## src/rtl/mtsel_pkg.sv

```systemverilog
package mtsel_pkg;

    // object field widths
    localparam int MOMENTUM_BITS = 16;
    localparam int COUNT_BITS    = 8;
    localparam int ETA_BITS      = 14;
    localparam int FUNC_W        = 2;

    // register and result widths
    localparam int CFG_IDX_W  = 3;
    localparam int CFG_DATA_W = 16;
    localparam int PT_CFG_W   = 16;
    localparam int ETA_CFG_W  = 14;
    localparam int REQ_W      = 8;
    localparam int MT_W       = 16;
    localparam int TOTAL_W    = 8;
    localparam int CAUSE_W    = 2;

    // transverse mass arithmetic widths
    localparam int SQ_W       = MOMENTUM_BITS + 1;
    localparam int PROD_W     = 2 * SQ_W;
    localparam int ACC_W      = PROD_W + 1;
    localparam int ROOT_W     = MOMENTUM_BITS + 1;
    localparam int RAD_W      = 2 * ROOT_W;
    localparam int REM_W      = ROOT_W + 2;
    localparam int SQRT_CNT_W = $clog2(ROOT_W + 1);

    // item kinds
    localparam logic [FUNC_W-1:0] FUNC_MUON = 2'd0;
    localparam logic [FUNC_W-1:0] FUNC_JET  = 2'd1;
    localparam logic [FUNC_W-1:0] FUNC_MET  = 2'd2;
    localparam logic [FUNC_W-1:0] FUNC_EOE  = 2'd3;

    // fail causes
    localparam logic [CAUSE_W-1:0] CAUSE_NONE = 2'd0;
    localparam logic [CAUSE_W-1:0] CAUSE_MUON = 2'd1;
    localparam logic [CAUSE_W-1:0] CAUSE_JET  = 2'd2;
    localparam logic [CAUSE_W-1:0] CAUSE_MT   = 2'd3;

    // register indexes
    localparam logic [CFG_IDX_W-1:0] CFG_MUON_PT_MIN  = 3'd0;
    localparam logic [CFG_IDX_W-1:0] CFG_MUON_ETA_MAX = 3'd1;
    localparam logic [CFG_IDX_W-1:0] CFG_JET_PT_MIN   = 3'd2;
    localparam logic [CFG_IDX_W-1:0] CFG_JET_ETA_MAX  = 3'd3;
    localparam logic [CFG_IDX_W-1:0] CFG_MUONS_REQ    = 3'd4;
    localparam logic [CFG_IDX_W-1:0] CFG_JETS_REQ     = 3'd5;
    localparam logic [CFG_IDX_W-1:0] CFG_MT_EN        = 3'd6;
    localparam logic [CFG_IDX_W-1:0] CFG_MT_MIN       = 3'd7;

    // register reset values
    localparam logic [PT_CFG_W-1:0]  RST_MUON_PT_MIN  = 16'd160;
    localparam logic [ETA_CFG_W-1:0] RST_MUON_ETA_MAX = 14'd2150;
    localparam logic [PT_CFG_W-1:0]  RST_JET_PT_MIN   = 16'd240;
    localparam logic [ETA_CFG_W-1:0] RST_JET_ETA_MAX  = 14'd4915;
    localparam logic [REQ_W-1:0]     RST_MUONS_REQ    = 8'd1;
    localparam logic [REQ_W-1:0]     RST_JETS_REQ     = 8'd2;
    localparam logic                 RST_MT_EN        = 1'b0;
    localparam logic [MT_W-1:0]      RST_MT_MIN       = 16'd320;

    // squarer operand select
    typedef logic [2:0] t_op_sel;
    localparam t_op_sel OP_MUX = 3'd0;
    localparam t_op_sel OP_MUY = 3'd1;
    localparam t_op_sel OP_MX  = 3'd2;
    localparam t_op_sel OP_MY  = 3'd3;
    localparam t_op_sel OP_AB  = 3'd4;
    localparam t_op_sel OP_SX  = 3'd5;
    localparam t_op_sel OP_SY  = 3'd6;

    // accumulator operations
    typedef logic [1:0] t_acc_op;
    localparam t_acc_op ACC_HOLD = 2'd0;
    localparam t_acc_op ACC_LOAD = 2'd1;
    localparam t_acc_op ACC_ADD  = 2'd2;
    localparam t_acc_op ACC_SUB  = 2'd3;

    // controller to datapath
    typedef struct packed {
        logic    obj_update;
        t_op_sel op_sel;
        t_acc_op acc_op;
        logic    sqrt_start;
        logic    a_load;
        logic    b_load;
        logic    commit;
        logic    use_mt;
    } t_dp_cmd;

    // datapath to controller
    typedef struct packed {
        logic count_fail;
        logic mt_en;
        logic sqrt_busy;
    } t_dp_stat;

endpackage

```

## src/rtl/mtsel_sqrt.sv

```systemverilog
module mtsel_sqrt (
    input  logic                        i_clk,
    input  logic                        i_rst_n,
    input  logic                        i_start,
    input  logic [mtsel_pkg::RAD_W-1:0] i_radicand,
    output logic                        o_busy,
    output logic [mtsel_pkg::ROOT_W-1:0] o_root
);
    import mtsel_pkg::*;

    logic                  r_busy, n_busy;
    logic [SQRT_CNT_W-1:0] r_cnt, n_cnt;
    logic [RAD_W-1:0]      r_rad, n_rad;
    logic [REM_W-1:0]      r_rem, n_rem;
    logic [ROOT_W-1:0]     r_root, n_root;
    logic [REM_W-1:0]      rem_sh;
    logic [REM_W-1:0]      trial;

    // one root bit per cycle, restoring digit recurrence
    assign rem_sh = {r_rem[REM_W-3:0], r_rad[RAD_W-1 -: 2]};
    assign trial  = {r_root, 2'b01};

    always_comb begin
        n_busy = r_busy;
        n_cnt  = r_cnt;
        n_rad  = r_rad;
        n_rem  = r_rem;
        n_root = r_root;
        if (i_start) begin
            n_busy = 1'b1;
            n_cnt  = SQRT_CNT_W'(ROOT_W);
            n_rad  = i_radicand;
            n_rem  = '0;
            n_root = '0;
        end else if (r_busy) begin
            n_rad = {r_rad[RAD_W-3:0], 2'b00};
            if (rem_sh >= trial) begin
                n_rem  = rem_sh - trial;
                n_root = {r_root[ROOT_W-2:0], 1'b1};
            end else begin
                n_rem  = rem_sh;
                n_root = {r_root[ROOT_W-2:0], 1'b0};
            end
            n_cnt = r_cnt - SQRT_CNT_W'(1);
            if (r_cnt == SQRT_CNT_W'(1)) begin
                n_busy = 1'b0;
            end
        end
    end

    // control state
    always_ff @(posedge i_clk) begin
        if (!i_rst_n) begin
            r_busy <= 1'b0;
            r_cnt  <= '0;
        end else begin
            r_busy <= n_busy;
            r_cnt  <= n_cnt;
        end
    end

    // working registers
    always_ff @(posedge i_clk) begin
        r_rad  <= n_rad;
        r_rem  <= n_rem;
        r_root <= n_root;
    end

    assign o_busy = r_busy;
    assign o_root = r_root;

endmodule

```

## src/rtl/mtsel_dp.sv

```systemverilog
module mtsel_dp (
    input  logic                                   i_clk,
    input  logic                                   i_rst_n,
    input  mtsel_pkg::t_dp_cmd                     i_cmd,
    output mtsel_pkg::t_dp_stat                    o_stat,
    input  logic [mtsel_pkg::FUNC_W-1:0]           i_func,
    input  logic [mtsel_pkg::MOMENTUM_BITS-1:0]    i_trans_mom,
    input  logic signed [mtsel_pkg::ETA_BITS-1:0]  i_pseudorap,
    input  logic signed [mtsel_pkg::MOMENTUM_BITS-1:0] i_mom_x,
    input  logic signed [mtsel_pkg::MOMENTUM_BITS-1:0] i_mom_y,
    input  logic                                   i_cfg_we,
    input  logic [mtsel_pkg::CFG_IDX_W-1:0]        i_cfg_index,
    input  logic [mtsel_pkg::CFG_DATA_W-1:0]       i_cfg_data,
    output logic                                   o_event_pass,
    output logic [mtsel_pkg::CAUSE_W-1:0]          o_fail_cause,
    output logic [mtsel_pkg::TOTAL_W-1:0]          o_muon_total,
    output logic [mtsel_pkg::TOTAL_W-1:0]          o_jet_total,
    output logic [mtsel_pkg::MT_W-1:0]             o_mt_value
);
    import mtsel_pkg::*;

    localparam int PT_X_W  = (MOMENTUM_BITS > PT_CFG_W) ? MOMENTUM_BITS : PT_CFG_W;
    localparam int CMP_W   = (COUNT_BITS > REQ_W) ? COUNT_BITS : REQ_W;
    localparam int TOT_X_W = (COUNT_BITS > TOTAL_W) ? COUNT_BITS : TOTAL_W;
    localparam int MTX_W   = (ROOT_W > MT_W) ? ROOT_W : MT_W;

    function automatic logic [SQ_W-1:0] mag_of(input logic [SQ_W-1:0] v);
        return v[SQ_W-1] ? (~v + SQ_W'(1)) : v;
    endfunction

    function automatic logic [TOTAL_W-1:0] sat_total(input logic [COUNT_BITS-1:0] c);
        logic [TOT_X_W-1:0] cx;
        cx = TOT_X_W'(c);
        return (cx > TOT_X_W'({TOTAL_W{1'b1}})) ? {TOTAL_W{1'b1}} : cx[TOTAL_W-1:0];
    endfunction

    // configuration registers
    logic [PT_CFG_W-1:0]  r_muon_pt_min;
    logic [ETA_CFG_W-1:0] r_muon_eta_max;
    logic [PT_CFG_W-1:0]  r_jet_pt_min;
    logic [ETA_CFG_W-1:0] r_jet_eta_max;
    logic [REQ_W-1:0]     r_muons_req;
    logic [REQ_W-1:0]     r_jets_req;
    logic                 r_mt_en;
    logic [MT_W-1:0]      r_mt_min;

    // event state
    logic [COUNT_BITS-1:0]           r_muon_tally;
    logic [COUNT_BITS-1:0]           r_jet_tally;
    logic                            r_met_seen;
    logic signed [MOMENTUM_BITS-1:0] r_mu_px, r_mu_py, r_met_px, r_met_py;

    // mass arithmetic
    logic [PROD_W-1:0] r_prod;
    logic [ACC_W-1:0]  r_acc;
    logic [ROOT_W-1:0] r_a, r_b;
    logic [SQ_W-1:0]   sq_op;
    logic [ROOT_W:0]   ab_full;
    logic signed [SQ_W-1:0] sx, sy;
    logic [RAD_W-1:0]  radicand;
    logic [ROOT_W-1:0] root;
    logic              sqrt_busy;

    logic [ETA_BITS-1:0] eta_raw, eta_mag;
    logic                muon_ok, jet_ok;
    logic                muon_fail, jet_fail;
    logic [MTX_W-1:0]    mt_x;
    logic                mt_low;
    logic [CAUSE_W-1:0]  cause;

    // configuration writes
    always_ff @(posedge i_clk) begin
        if (!i_rst_n) begin
            r_muon_pt_min  <= RST_MUON_PT_MIN;
            r_muon_eta_max <= RST_MUON_ETA_MAX;
            r_jet_pt_min   <= RST_JET_PT_MIN;
            r_jet_eta_max  <= RST_JET_ETA_MAX;
            r_muons_req    <= RST_MUONS_REQ;
            r_jets_req     <= RST_JETS_REQ;
            r_mt_en        <= RST_MT_EN;
            r_mt_min       <= RST_MT_MIN;
        end else if (i_cfg_we) begin
            case (i_cfg_index)
                CFG_MUON_PT_MIN:  r_muon_pt_min  <= i_cfg_data[PT_CFG_W-1:0];
                CFG_MUON_ETA_MAX: r_muon_eta_max <= i_cfg_data[ETA_CFG_W-1:0];
                CFG_JET_PT_MIN:   r_jet_pt_min   <= i_cfg_data[PT_CFG_W-1:0];
                CFG_JET_ETA_MAX:  r_jet_eta_max  <= i_cfg_data[ETA_CFG_W-1:0];
                CFG_MUONS_REQ:    r_muons_req    <= i_cfg_data[REQ_W-1:0];
                CFG_JETS_REQ:     r_jets_req     <= i_cfg_data[REQ_W-1:0];
                CFG_MT_EN:        r_mt_en        <= i_cfg_data[0];
                CFG_MT_MIN:       r_mt_min       <= i_cfg_data[MT_W-1:0];
                default: ;
            endcase
        end
    end

    // object cuts
    assign eta_raw = i_pseudorap;
    assign eta_mag = eta_raw[ETA_BITS-1] ? (~eta_raw + ETA_BITS'(1)) : eta_raw;
    assign muon_ok = (PT_X_W'(i_trans_mom) > PT_X_W'(r_muon_pt_min))
                     && (eta_mag < r_muon_eta_max);
    assign jet_ok  = (PT_X_W'(i_trans_mom) > PT_X_W'(r_jet_pt_min))
                     && (eta_mag < r_jet_eta_max);

    // event state: counts, kept vectors, cleared when a result is written
    always_ff @(posedge i_clk) begin
        if (!i_rst_n || i_cmd.commit) begin
            r_muon_tally <= '0;
            r_jet_tally  <= '0;
            r_met_seen   <= 1'b0;
            r_mu_px      <= '0;
            r_mu_py      <= '0;
            r_met_px     <= '0;
            r_met_py     <= '0;
        end else if (i_cmd.obj_update) begin
            case (i_func)
                FUNC_MUON: begin
                    if (muon_ok) begin
                        r_mu_px <= i_mom_x;
                        r_mu_py <= i_mom_y;
                        if (r_muon_tally != {COUNT_BITS{1'b1}}) begin
                            r_muon_tally <= r_muon_tally + COUNT_BITS'(1);
                        end
                    end
                end
                FUNC_JET: begin
                    if (jet_ok && r_jet_tally != {COUNT_BITS{1'b1}}) begin
                        r_jet_tally <= r_jet_tally + COUNT_BITS'(1);
                    end
                end
                FUNC_MET: begin
                    if (!r_met_seen) begin
                        r_met_px   <= i_mom_x;
                        r_met_py   <= i_mom_y;
                        r_met_seen <= 1'b1;
                    end
                end
                default: ;
            endcase
        end
    end

    // squarer operand select
    assign sx      = SQ_W'(r_mu_px) + SQ_W'(r_met_px);
    assign sy      = SQ_W'(r_mu_py) + SQ_W'(r_met_py);
    assign ab_full = (ROOT_W+1)'(r_a) + (ROOT_W+1)'(r_b);

    always_comb begin
        case (i_cmd.op_sel)
            OP_MUX:  sq_op = mag_of(SQ_W'(r_mu_px));
            OP_MUY:  sq_op = mag_of(SQ_W'(r_mu_py));
            OP_MX:   sq_op = mag_of(SQ_W'(r_met_px));
            OP_MY:   sq_op = mag_of(SQ_W'(r_met_py));
            OP_AB:   sq_op = ab_full[SQ_W-1:0];
            OP_SX:   sq_op = mag_of(sx);
            OP_SY:   sq_op = mag_of(sy);
            default: sq_op = '0;
        endcase
    end

    // registered square, then accumulate
    always_ff @(posedge i_clk) begin
        r_prod <= PROD_W'(sq_op) * PROD_W'(sq_op);
        case (i_cmd.acc_op)
            ACC_LOAD: r_acc <= ACC_W'(r_prod);
            ACC_ADD:  r_acc <= r_acc + ACC_W'(r_prod);
            ACC_SUB:  r_acc <= r_acc - ACC_W'(r_prod);
            default:  r_acc <= r_acc;
        endcase
        if (i_cmd.a_load) begin
            r_a <= root;
        end
        if (i_cmd.b_load) begin
            r_b <= root;
        end
    end

    // negative mass squared clamps to zero
    assign radicand = r_acc[ACC_W-1] ? '0 : r_acc[RAD_W-1:0];

    mtsel_sqrt u_sqrt (
        .i_clk      (i_clk),
        .i_rst_n    (i_rst_n),
        .i_start    (i_cmd.sqrt_start),
        .i_radicand (radicand),
        .o_busy     (sqrt_busy),
        .o_root     (root)
    );

    // end of event checks
    assign muon_fail = CMP_W'(r_muon_tally) != CMP_W'(r_muons_req);
    assign jet_fail  = CMP_W'(r_jet_tally) != CMP_W'(r_jets_req);
    assign mt_x      = MTX_W'(root);
    assign mt_low    = mt_x < MTX_W'(r_mt_min);

    always_comb begin
        if (muon_fail) begin
            cause = CAUSE_MUON;
        end else if (jet_fail) begin
            cause = CAUSE_JET;
        end else if (i_cmd.use_mt && mt_low) begin
            cause = CAUSE_MT;
        end else begin
            cause = CAUSE_NONE;
        end
    end

    // result word register
    always_ff @(posedge i_clk) begin
        if (i_cmd.commit) begin
            o_event_pass <= (cause == CAUSE_NONE);
            o_fail_cause <= cause;
            o_muon_total <= sat_total(r_muon_tally);
            o_jet_total  <= sat_total(r_jet_tally);
            if (i_cmd.use_mt) begin
                o_mt_value <= (mt_x > MTX_W'({MT_W{1'b1}})) ? {MT_W{1'b1}}
                                                             : mt_x[MT_W-1:0];
            end else begin
                o_mt_value <= '0;
            end
        end
    end

    assign o_stat.count_fail = muon_fail || jet_fail;
    assign o_stat.mt_en      = r_mt_en;
    assign o_stat.sqrt_busy  = sqrt_busy;

endmodule

```

## src/rtl/mtsel_ctrl.sv

```systemverilog
module mtsel_ctrl (
    input  logic                         i_clk,
    input  logic                         i_rst_n,
    input  logic                         i_in_valid,
    input  logic [mtsel_pkg::FUNC_W-1:0] i_func,
    output logic                         o_in_stall,
    output logic                         o_out_valid,
    input  logic                         i_out_stall,
    output mtsel_pkg::t_dp_cmd           o_cmd,
    input  mtsel_pkg::t_dp_stat          i_stat
);
    import mtsel_pkg::*;

    localparam logic [4:0] ST_IDLE = 5'd0;
    localparam logic [4:0] ST_CHK  = 5'd1;
    localparam logic [4:0] ST_M0   = 5'd2;
    localparam logic [4:0] ST_M1   = 5'd3;
    localparam logic [4:0] ST_M2   = 5'd4;
    localparam logic [4:0] ST_RA0  = 5'd5;
    localparam logic [4:0] ST_RAW  = 5'd6;
    localparam logic [4:0] ST_M3   = 5'd7;
    localparam logic [4:0] ST_M4   = 5'd8;
    localparam logic [4:0] ST_M5   = 5'd9;
    localparam logic [4:0] ST_RB0  = 5'd10;
    localparam logic [4:0] ST_RBW  = 5'd11;
    localparam logic [4:0] ST_M6   = 5'd12;
    localparam logic [4:0] ST_M7   = 5'd13;
    localparam logic [4:0] ST_M8   = 5'd14;
    localparam logic [4:0] ST_M9   = 5'd15;
    localparam logic [4:0] ST_RM0  = 5'd16;
    localparam logic [4:0] ST_RMW  = 5'd17;

    logic [4:0] r_state, n_state;
    logic       r_out_valid, n_out_valid;
    logic       in_acc;
    logic       out_free;

    assign in_acc   = i_in_valid && (r_state == ST_IDLE);
    assign out_free = !r_out_valid || !i_out_stall;

    // sequencer: checks, then two norms, the squared norm sum less the squared vector sums, and the mass root
    always_comb begin
        n_state = r_state;
        o_cmd   = '0;
        case (r_state)
            ST_IDLE: begin
                if (in_acc) begin
                    if (i_func == FUNC_EOE) begin
                        n_state = ST_CHK;
                    end else begin
                        o_cmd.obj_update = 1'b1;
                    end
                end
            end
            ST_CHK: begin
                if (i_stat.count_fail || !i_stat.mt_en) begin
                    if (out_free) begin
                        o_cmd.commit = 1'b1;
                        n_state      = ST_IDLE;
                    end
                end else begin
                    n_state = ST_M0;
                end
            end
            ST_M0: begin
                o_cmd.op_sel = OP_MUX;
                n_state      = ST_M1;
            end
            ST_M1: begin
                o_cmd.op_sel = OP_MUY;
                o_cmd.acc_op = ACC_LOAD;
                n_state      = ST_M2;
            end
            ST_M2: begin
                o_cmd.acc_op = ACC_ADD;
                n_state      = ST_RA0;
            end
            ST_RA0: begin
                o_cmd.sqrt_start = 1'b1;
                n_state          = ST_RAW;
            end
            ST_RAW: begin
                if (!i_stat.sqrt_busy) begin
                    o_cmd.a_load = 1'b1;
                    n_state      = ST_M3;
                end
            end
            ST_M3: begin
                o_cmd.op_sel = OP_MX;
                n_state      = ST_M4;
            end
            ST_M4: begin
                o_cmd.op_sel = OP_MY;
                o_cmd.acc_op = ACC_LOAD;
                n_state      = ST_M5;
            end
            ST_M5: begin
                o_cmd.acc_op = ACC_ADD;
                n_state      = ST_RB0;
            end
            ST_RB0: begin
                o_cmd.sqrt_start = 1'b1;
                n_state          = ST_RBW;
            end
            ST_RBW: begin
                if (!i_stat.sqrt_busy) begin
                    o_cmd.b_load = 1'b1;
                    n_state      = ST_M6;
                end
            end
            ST_M6: begin
                o_cmd.op_sel = OP_AB;
                n_state      = ST_M7;
            end
            ST_M7: begin
                o_cmd.op_sel = OP_SX;
                o_cmd.acc_op = ACC_LOAD;
                n_state      = ST_M8;
            end
            ST_M8: begin
                o_cmd.op_sel = OP_SY;
                o_cmd.acc_op = ACC_SUB;
                n_state      = ST_M9;
            end
            ST_M9: begin
                o_cmd.acc_op = ACC_SUB;
                n_state      = ST_RM0;
            end
            ST_RM0: begin
                o_cmd.sqrt_start = 1'b1;
                n_state          = ST_RMW;
            end
            ST_RMW: begin
                o_cmd.use_mt = 1'b1;
                if (!i_stat.sqrt_busy && out_free) begin
                    o_cmd.commit = 1'b1;
                    n_state      = ST_IDLE;
                end
            end
            default: begin
                n_state = ST_IDLE;
            end
        endcase
    end

    // output word valid
    always_comb begin
        n_out_valid = r_out_valid && i_out_stall;
        if (o_cmd.commit) begin
            n_out_valid = 1'b1;
        end
    end

    always_ff @(posedge i_clk) begin
        if (!i_rst_n) begin
            r_state     <= ST_IDLE;
            r_out_valid <= 1'b0;
        end else begin
            r_state     <= n_state;
            r_out_valid <= n_out_valid;
        end
    end

    assign o_in_stall  = (r_state != ST_IDLE);
    assign o_out_valid = r_out_valid;

endmodule

```

## src/rtl/event_muon_jet_mt_selector_top.sv

```systemverilog
// object words (muon, jet, missing energy): one per cycle while idle, no result
// end-of-event word with a count failure or the mass check off: result from ST_CHK
// end-of-event word with the mass check: result after three passes of the
// one-bit-per-cycle root unit and the shared squarer
// a waiting result does not block object words; the next end-of-event waits for it
// synchronous active-low reset loads register defaults and clears event state
module event_muon_jet_mt_selector_top (
    input  logic                                       i_clk,
    input  logic                                       i_rst_n,
    input  logic                                       i_in_valid,
    output logic                                       o_in_stall,
    input  logic [mtsel_pkg::FUNC_W-1:0]               i_func,
    input  logic [mtsel_pkg::MOMENTUM_BITS-1:0]        i_trans_mom,
    input  logic signed [mtsel_pkg::ETA_BITS-1:0]      i_pseudorap,
    input  logic signed [mtsel_pkg::MOMENTUM_BITS-1:0] i_mom_x,
    input  logic signed [mtsel_pkg::MOMENTUM_BITS-1:0] i_mom_y,
    output logic                                       o_out_valid,
    input  logic                                       i_out_stall,
    output logic                                       o_event_pass,
    output logic [mtsel_pkg::CAUSE_W-1:0]              o_fail_cause,
    output logic [mtsel_pkg::TOTAL_W-1:0]              o_muon_total,
    output logic [mtsel_pkg::TOTAL_W-1:0]              o_jet_total,
    output logic [mtsel_pkg::MT_W-1:0]                 o_mt_value,
    input  logic                                       i_cfg_we,
    input  logic [mtsel_pkg::CFG_IDX_W-1:0]            i_cfg_index,
    input  logic [mtsel_pkg::CFG_DATA_W-1:0]           i_cfg_data
);
    import mtsel_pkg::*;

    t_dp_cmd  cmd;
    t_dp_stat stat;

    // sequencer
    mtsel_ctrl u_ctrl (
        .i_clk       (i_clk),
        .i_rst_n     (i_rst_n),
        .i_in_valid  (i_in_valid),
        .i_func      (i_func),
        .o_in_stall  (o_in_stall),
        .o_out_valid (o_out_valid),
        .i_out_stall (i_out_stall),
        .o_cmd       (cmd),
        .i_stat      (stat)
    );

    // cuts, counts, mass arithmetic and result word
    mtsel_dp u_dp (
        .i_clk        (i_clk),
        .i_rst_n      (i_rst_n),
        .i_cmd        (cmd),
        .o_stat       (stat),
        .i_func       (i_func),
        .i_trans_mom  (i_trans_mom),
        .i_pseudorap  (i_pseudorap),
        .i_mom_x      (i_mom_x),
        .i_mom_y      (i_mom_y),
        .i_cfg_we     (i_cfg_we),
        .i_cfg_index  (i_cfg_index),
        .i_cfg_data   (i_cfg_data),
        .o_event_pass (o_event_pass),
        .o_fail_cause (o_fail_cause),
        .o_muon_total (o_muon_total),
        .o_jet_total  (o_jet_total),
        .o_mt_value   (o_mt_value)
    );

endmodule

```

## config.mk

```make
export PLATFORM = sky130hd
export DESIGN_NAME = event_muon_jet_mt_selector_top
export DESIGN_NICKNAME = d
export VERILOG_FILES = /design/src/rtl/mtsel_pkg.sv /design/src/rtl/mtsel_sqrt.sv /design/src/rtl/mtsel_dp.sv /design/src/rtl/mtsel_ctrl.sv /design/src/rtl/event_muon_jet_mt_selector_top.sv
export SDC_FILE = /design/constraint.sdc
export NUM_CORES = 2
export LEC_CHECK = 0
export ABC_AREA = 1
export ABC_CLOCK_PERIOD_IN_PS = 13400
export BUFFER_PORTS_ARGS = -buffer_cell sky130_fd_sc_hd__buf_2
export CAP_MARGIN = 20
export CORE_MARGIN = 3
export CORE_UTILIZATION = 38
export DETAILED_ROUTE_END_ITERATION = 16
export PLACE_DENSITY = 0.63
export SKIP_LAST_GASP = 1
export SLEW_MARGIN = 20
export SYNTH_ARGS = -nofsm -noshare
export SYNTH_HDL_FRONTEND = slang
export SYNTH_HIERARCHICAL = 1
export SYNTH_SLANG_ARGS = --single-unit
```

## constraint.sdc

```tcl
create_clock -name i_clk -period 13.4 [get_ports i_clk]
set_input_delay 0.67 -clock i_clk [delete_from_list [all_inputs] [get_ports i_clk]]
set_output_delay 0.67 -clock i_clk [all_outputs]
set_load 0.01 [all_outputs]
```

# Word-level counts from Yosys, hierarchy flattened
# Index checks and enable logic that the tools add are counted.
[totals] mem_count=0 ramBits=0 mem_bits_ro=0 regBits=392 output_inout_bits=37 latchBits=0 word_cells=203
[op_classes] muxes=46 n_div=0 n_mul=1 reduce_logical=43 eq_ne=47 n_bitwise=9 add_sub_neg=16 magnitude_cmp=9 shift=0
[op_table] operator="$mux W17" count=7
[op_table] operator="$pmux W17 S7" count=1
[op_table] operator="$pmux W35 S3" count=1
[op_table] operator="$add A17 B1 Y17 const B" count=6
[op_table] operator="$mux W34" count=3
[op_table] operator="$not A17 Y17" count=6
[op_table] operator="$pmux W5 S18" count=1
[op_table] operator="$mux W5" count=9
[op_table] operator="$eq A5 B4 Y1 const B" count=8
[op_table] operator="$add A35 B34 Y35" count=1
[op_table] operator="$sub A35 B34 Y35" count=1
[op_table] operator="$add A16 B16 Y17" count=2
[op_table] operator="$mul A17 B17 Y34" count=1
[op_table] operator="$gt A16 B16 Y1" count=2
[op_table] operator="$lt A14 B14 Y1" count=2
[op_table] operator="$eq A3 B3 Y1 const B" count=7
[op_table] operator="$eq A5 B3 Y1 const B" count=4
[op_table] operator="$ge A19 B19 Y1" count=1
[op_table] operator="$pmux W3 S6" count=1
[op_table] operator="$reduce_and A2 Y1" count=9
[op_table] operator="$add A17 B17 Y17" count=1
[op_table] operator="$gt A17 B16 Y1 const B" count=1
[op_table] operator="$lt A17 B16 Y1" count=1
[op_table] operator="$sub A17 B17 Y17" count=1
[op_table] operator="other kinds (38)" count=94

# Logic depth before layout (Yosys ltp)
[depth] ltp_word=7 mapped_depth=42 ltp_nobuf=42

# By module
# The synthesis kept the hierarchy.
[by_module_without_submodules] module="mtsel_dp" cells_each=3932 n_inst=1 seq_area_each_um2=7267.0 area_per_inst_um2=29146.7
[by_module_without_submodules] module="mtsel_sqrt" cells_each=564 n_inst=1 seq_area_each_um2=1821.7 area_per_inst_um2=4279.1
[by_module_without_submodules] module="mtsel_ctrl" cells_each=115 n_inst=1 seq_area_each_um2=120.1 area_per_inst_um2=623.1

# Least setup slack after synthesis
# Ideal clock, no wire load.
[synth_timing] kind="reg2reg" start="register u_ctrl.r_state[1]" end="register u_dp.r_prod[33]" path_stages_with_launch=35 t_arrival_ns=7.478 n_path_buf=1 path_slack_ns=5.805 cell_sequence="dfxtp_1 -> nor2_1 -> nand2_1 -> o221ai_1 -> inv_1 -> nor3_2 -> inv_1 -> a21oi_1 -> o21ai_0 -> o2111ai_1 -> nor2_1 -> nand3_1 -> buf_4 -> nand2_1 -> fa_1 -> inv_1 -> fa_1 -> inv_1 -> fa_1 -> inv_1 -> fa_1 -> fa_1 -> inv_1 -> fa_1 -> inv_1 -> ha_1 -> nand2_1 -> o21ai_0 -> a21o_1 -> a21oi_1 -> nor3_1 -> or2_2 -> xnor2_1 -> o21bai_1 -> nand2_1"
[synth_rtl] item="start, declared" line_no="mtsel_ctrl.sv:33" text="logic [4:0] r_state, n_state;"
[synth_rtl] item="start signal, assigned" line_no="mtsel_ctrl.sv:159" text="r_state <= n_state;"
[synth_rtl] item="end signal, assigned" line_no="mtsel_dp.sv:163" text="r_prod <= PROD_W'(sq_op) * PROD_W'(sq_op);"
[synth_rtl] item="end, declared" line_no="mtsel_dp.sv:54" text="logic [PROD_W-1:0] r_prod;"

==> flow_metrics.py <==
metrics = {
    "run_status": {
        "status": "completed",
    },
    "cells_and_area": {
        "nets": 5258,
        "regArea_um2": 9209,
        "drive_gt1_frac": 0.07959,
        "syn2layout_area_growth_pct": 9.514,
        "final_area_um2": 37290,
        "multi_input_area_um2": 21070,
        "fillCellCount": 9154,
        "antennaDiodeCount": 0,
    },
    "logic_synthesis": {
        "synth_mux_area_frac": 0,
        "synthXorXnorAreaFrac": 0.02899,
        "synth_most_common_cell": "nand2_1",
        "synth_cells": 4611,
        "yosysTopAreaCell": "dfxtp_1",
        "synth-adder-area-share": 0.2203,
        "synthSimpleGateAreaFrac": 0.2380,
        "synth_area_leaders": "dfxtp_1 15%, edfxtp_1 12%, fa_1 11%",
        "synth_fp_nets": 5182,
        "synth_flop_cell": "dfxtp_1",
        "synth_top_area_share": 0.1488,
        "postSynthAreaPerCell_um2": 7.384,
        "ys_seq_area_frac": 0.2705,
        "synth_top_family_by_area": "simple AND/OR/NAND/NOR gates",
        "synth_edf_count": 138,
        "synth_warnings": 6,
        "async_flop_share": 0,
        "synth_compound_area_frac": 0.1307,
        "syn_area_um2": 34050,
        "ys_seq_elements": 391,
        "ys_types": 71,
        "synth.cells.most_frequent": "935 x nand2_1, 829 x inv_1, 384 x nor2_1",
    },
    "global_routing": {
        "grt-ovfl-total": 0,
        "grt_pass1_vias": 28883,
        "grt_use_total": 0.2008,
        "grt_max_degree": 100,
        "grt_pass1_wl_um": 153700,
        "antenna_found_initial": 0,
    },
    "timing": {
        "tns_ns": 0,
        "rsz0062_at_grt": "no",
        "clock.fmax_ghz": 0.1054,
        "relSlewSlack": 0.2916,
        "finalClockSkew_ns": 0.04279,
        "layout_min_cycle_time_ns": 9.491,
        "post-route-period-util": 0.7083,
        "max_slew.worst_pin.slew_ns": 1.053,
        "drv_slew": 0,
        "setup_viol": 0,
        "finalHoldViolations": 0,
    },
    "floorplanning": {
        "initial_core_util": 0.3841,
        "die_h_um": 305.3,
        "die_w_um": 305.3,
        "rows": 109,
        "dieArea_um2": 93230,
        "core_area_um2": 88650,
        "boundaryPins": 125,
    },
    "clock_tree": {
        "cts_sinks": 391,
        "cts_tree": "yes",
        "postCtsHoldBufs": 0,
        "postCtsSetupBuffers": 0,
        "root_buffer": "clkbuf_16",
        "numCtsBuffers": 45,
        "cts.clk_slew.worst_paths_ns": 0.06,
        "htree_levels": 2,
        "cts_resized": 0,
        "insertion_delay_ns": 0.60,
        "clock_path_buffers": 3,
    },
    "placement": {
        "globalplace.congestion": 0.9251,
        "numPortBuffers": 124,
        "dpl_cell_area_um2": 35750,
        "dp_hpwl_um": 74360,
    },
    "worst_setup_path": {
        "path_class": "flip-flop to flip-flop",
        "cp.arrival_ns": 9.95,
        "slowest_stage": "nand3_1",
        "slowest_delay_ns": 0.62,
        "worstSetupEndpointType": "flip-flop",
        "worstSetupStartpointType": "flip-flop",
        "cp.required_ns": 13.86,
        "crit_top_cell": "fa_1",
        "cp_max_fo": 17,
    },
    "drt": {
        "ant_nets": 0,
        "detailedRoute.firstIterationViolations": 2206,
        "remaining_drc_errors": 0,
        "wire_per_inst_um": 16.02,
        "drt_wl_total_um": 94370,
        "viasPerCell": 5.072,
        "vias": 29870,
        "drt-pass1-iter-count": 7,
    },
    "power": {
        "power_density_nw_per_um2": 102.8,
        "p_leak_nw": 18.47,
        "peakVddDrop_uv": 79.89,
    },
    "worst_hold_path": {
        "hold_class": "input port to flip-flop",
    },
    "job": {
        "drv_cap": 0,
    },
}
==> sequential cells by signal, summed over array words and instances (netlist names), 14 cells and up <==
register,cells
u_dp/o_mt_value,16
u_dp/r_a,17
u_dp/r_acc,35
u_dp/r_b,17
u_dp/r_jet_eta_max,14
u_dp/r_jet_pt_min,16
u_dp/r_met_px,16
u_dp/r_met_py,16
u_dp/r_mt_min,16
u_dp/r_mu_px,16
u_dp/r_mu_py,16
u_dp/r_muon_eta_max,14
u_dp/r_muon_pt_min,16
u_dp/r_prod,33
u_dp/u_sqrt/o_root,17
u_dp/u_sqrt/r_rad,34
u_dp/u_sqrt/r_rem,17
==> cells in the final DEF, fill, tap and decap left out, drive strengths merged, types with 3 or more instances in the layout <==
cell     instances
a31oi           19
bufinv           4
xor2            82
nand3b           9
buf            146
dfxtp          253
nand2          968
o21bai           8
nor4            14
o21a             9
a211oi          15
clkinv          16
or2             34
fa             194
o22ai           22
and2             4
a2111oi          4
o2111ai          6
nor3            78
o31ai            7
nand4           80
ha             289
a21oi          348
a21o            12
edfxtp         138
o221ai           8
xnor2           29
clkbuf          62
and3             3
o211ai          36
nand3          258
o21ai          297
nor2           397
inv            858
==> cell type report <==
| type | instances | area share |
|---|---|---|
| sequential | 391 | 0.2470 |
| inverter | 857 | 0.08640 |
| clock inverter | 22 | 0.007785 |
| timing repair buffer | 146 | 0.02107 |
| tap | 1165 | 0.03909 |
| clock buffer | 62 | 0.03352 |
| multi-input combinational | 3246 | 0.5652 |
==> power by group <==
part / switching [mW] / internal, mW
sequential: 0.0750 / 1.31
clock: 0.532 / 0.742
combinational: 0.768 / 0.406
==> logic make-up (layout without fill, tap and decap cells) <==
family | count (synthesis) | count (layout)
adder cells (fa/ha/maj) | 483 | 483
AND/OR/NAND/NOR | 1848 | 1848
AO/OA/AOI/OAI | 804 | 804
XOR/XNOR | 111 | 111
flip-flops | 391 | 391
buffers and inverters | 974 | 1087
==> layer usage <==
layer | up-vias | global-route usage | part of all wire
li1 | 15113 | - | -
met1 | 13933 | 0.2726 | 0.46
met2 | 691 | 0.3381 | 0.46
met3 | 133 | 0.02501 | 0.049
met4 | 0 | 0.05404 | 0.026
met5 | - | 0 | 0
==> worst paths after layout <==
path / startpoint / to / slack, ns / depth (start not counted)
max: u_ctrl/r_state[1] / u_dp/r_prod[33] / 3.91 / 31
min: i_mom_x[9] / u_dp/r_met_px[9] / 0.32 / 3
max reg2reg: u_ctrl/r_state[1] / u_dp/r_prod[33] / 3.91 / 31
min reg2reg: u_dp/r_jet_pt_min[9] / u_dp/r_jet_pt_min[9] / 0.46 / 2
==> through the flow <==
stage / hold WS [ns] / utilization / total power, mW / std cells / setup slack [ns]
floorplan: 0.4237 / - / 2.245 / 4611 / 5.805
finish: 0.3239 / 0.4206 / 3.833 / 5889 / 3.909
CTS: 0.2890 / 0.4206 / 3.861 / 5889 / 3.999
global placement: 0.4361 / 0.4033 / 2.557 / 5805 / 4.335
detailed placement: 0.4463 / 0.4033 / 2.568 / 5805 / 4.063
global route: 0.3158 / 0.4206 / 4.076 / 5889 / 3.313
==> critical path: cells and delay by family, from the launching register on <==
family / cells / cell delay, ns
AO/OA/AOI/OAI: 9 / 2.20
flip-flops: 1 / 0.36
buffers and inverters: 5 / 0.62
AND/OR/NAND/NOR: 9 / 2.48
XOR/XNOR: 1 / 0.18
adder cells (fa/ha/maj): 7 / 3.51
Note: power is estimated with default switching activity, not from simulation.
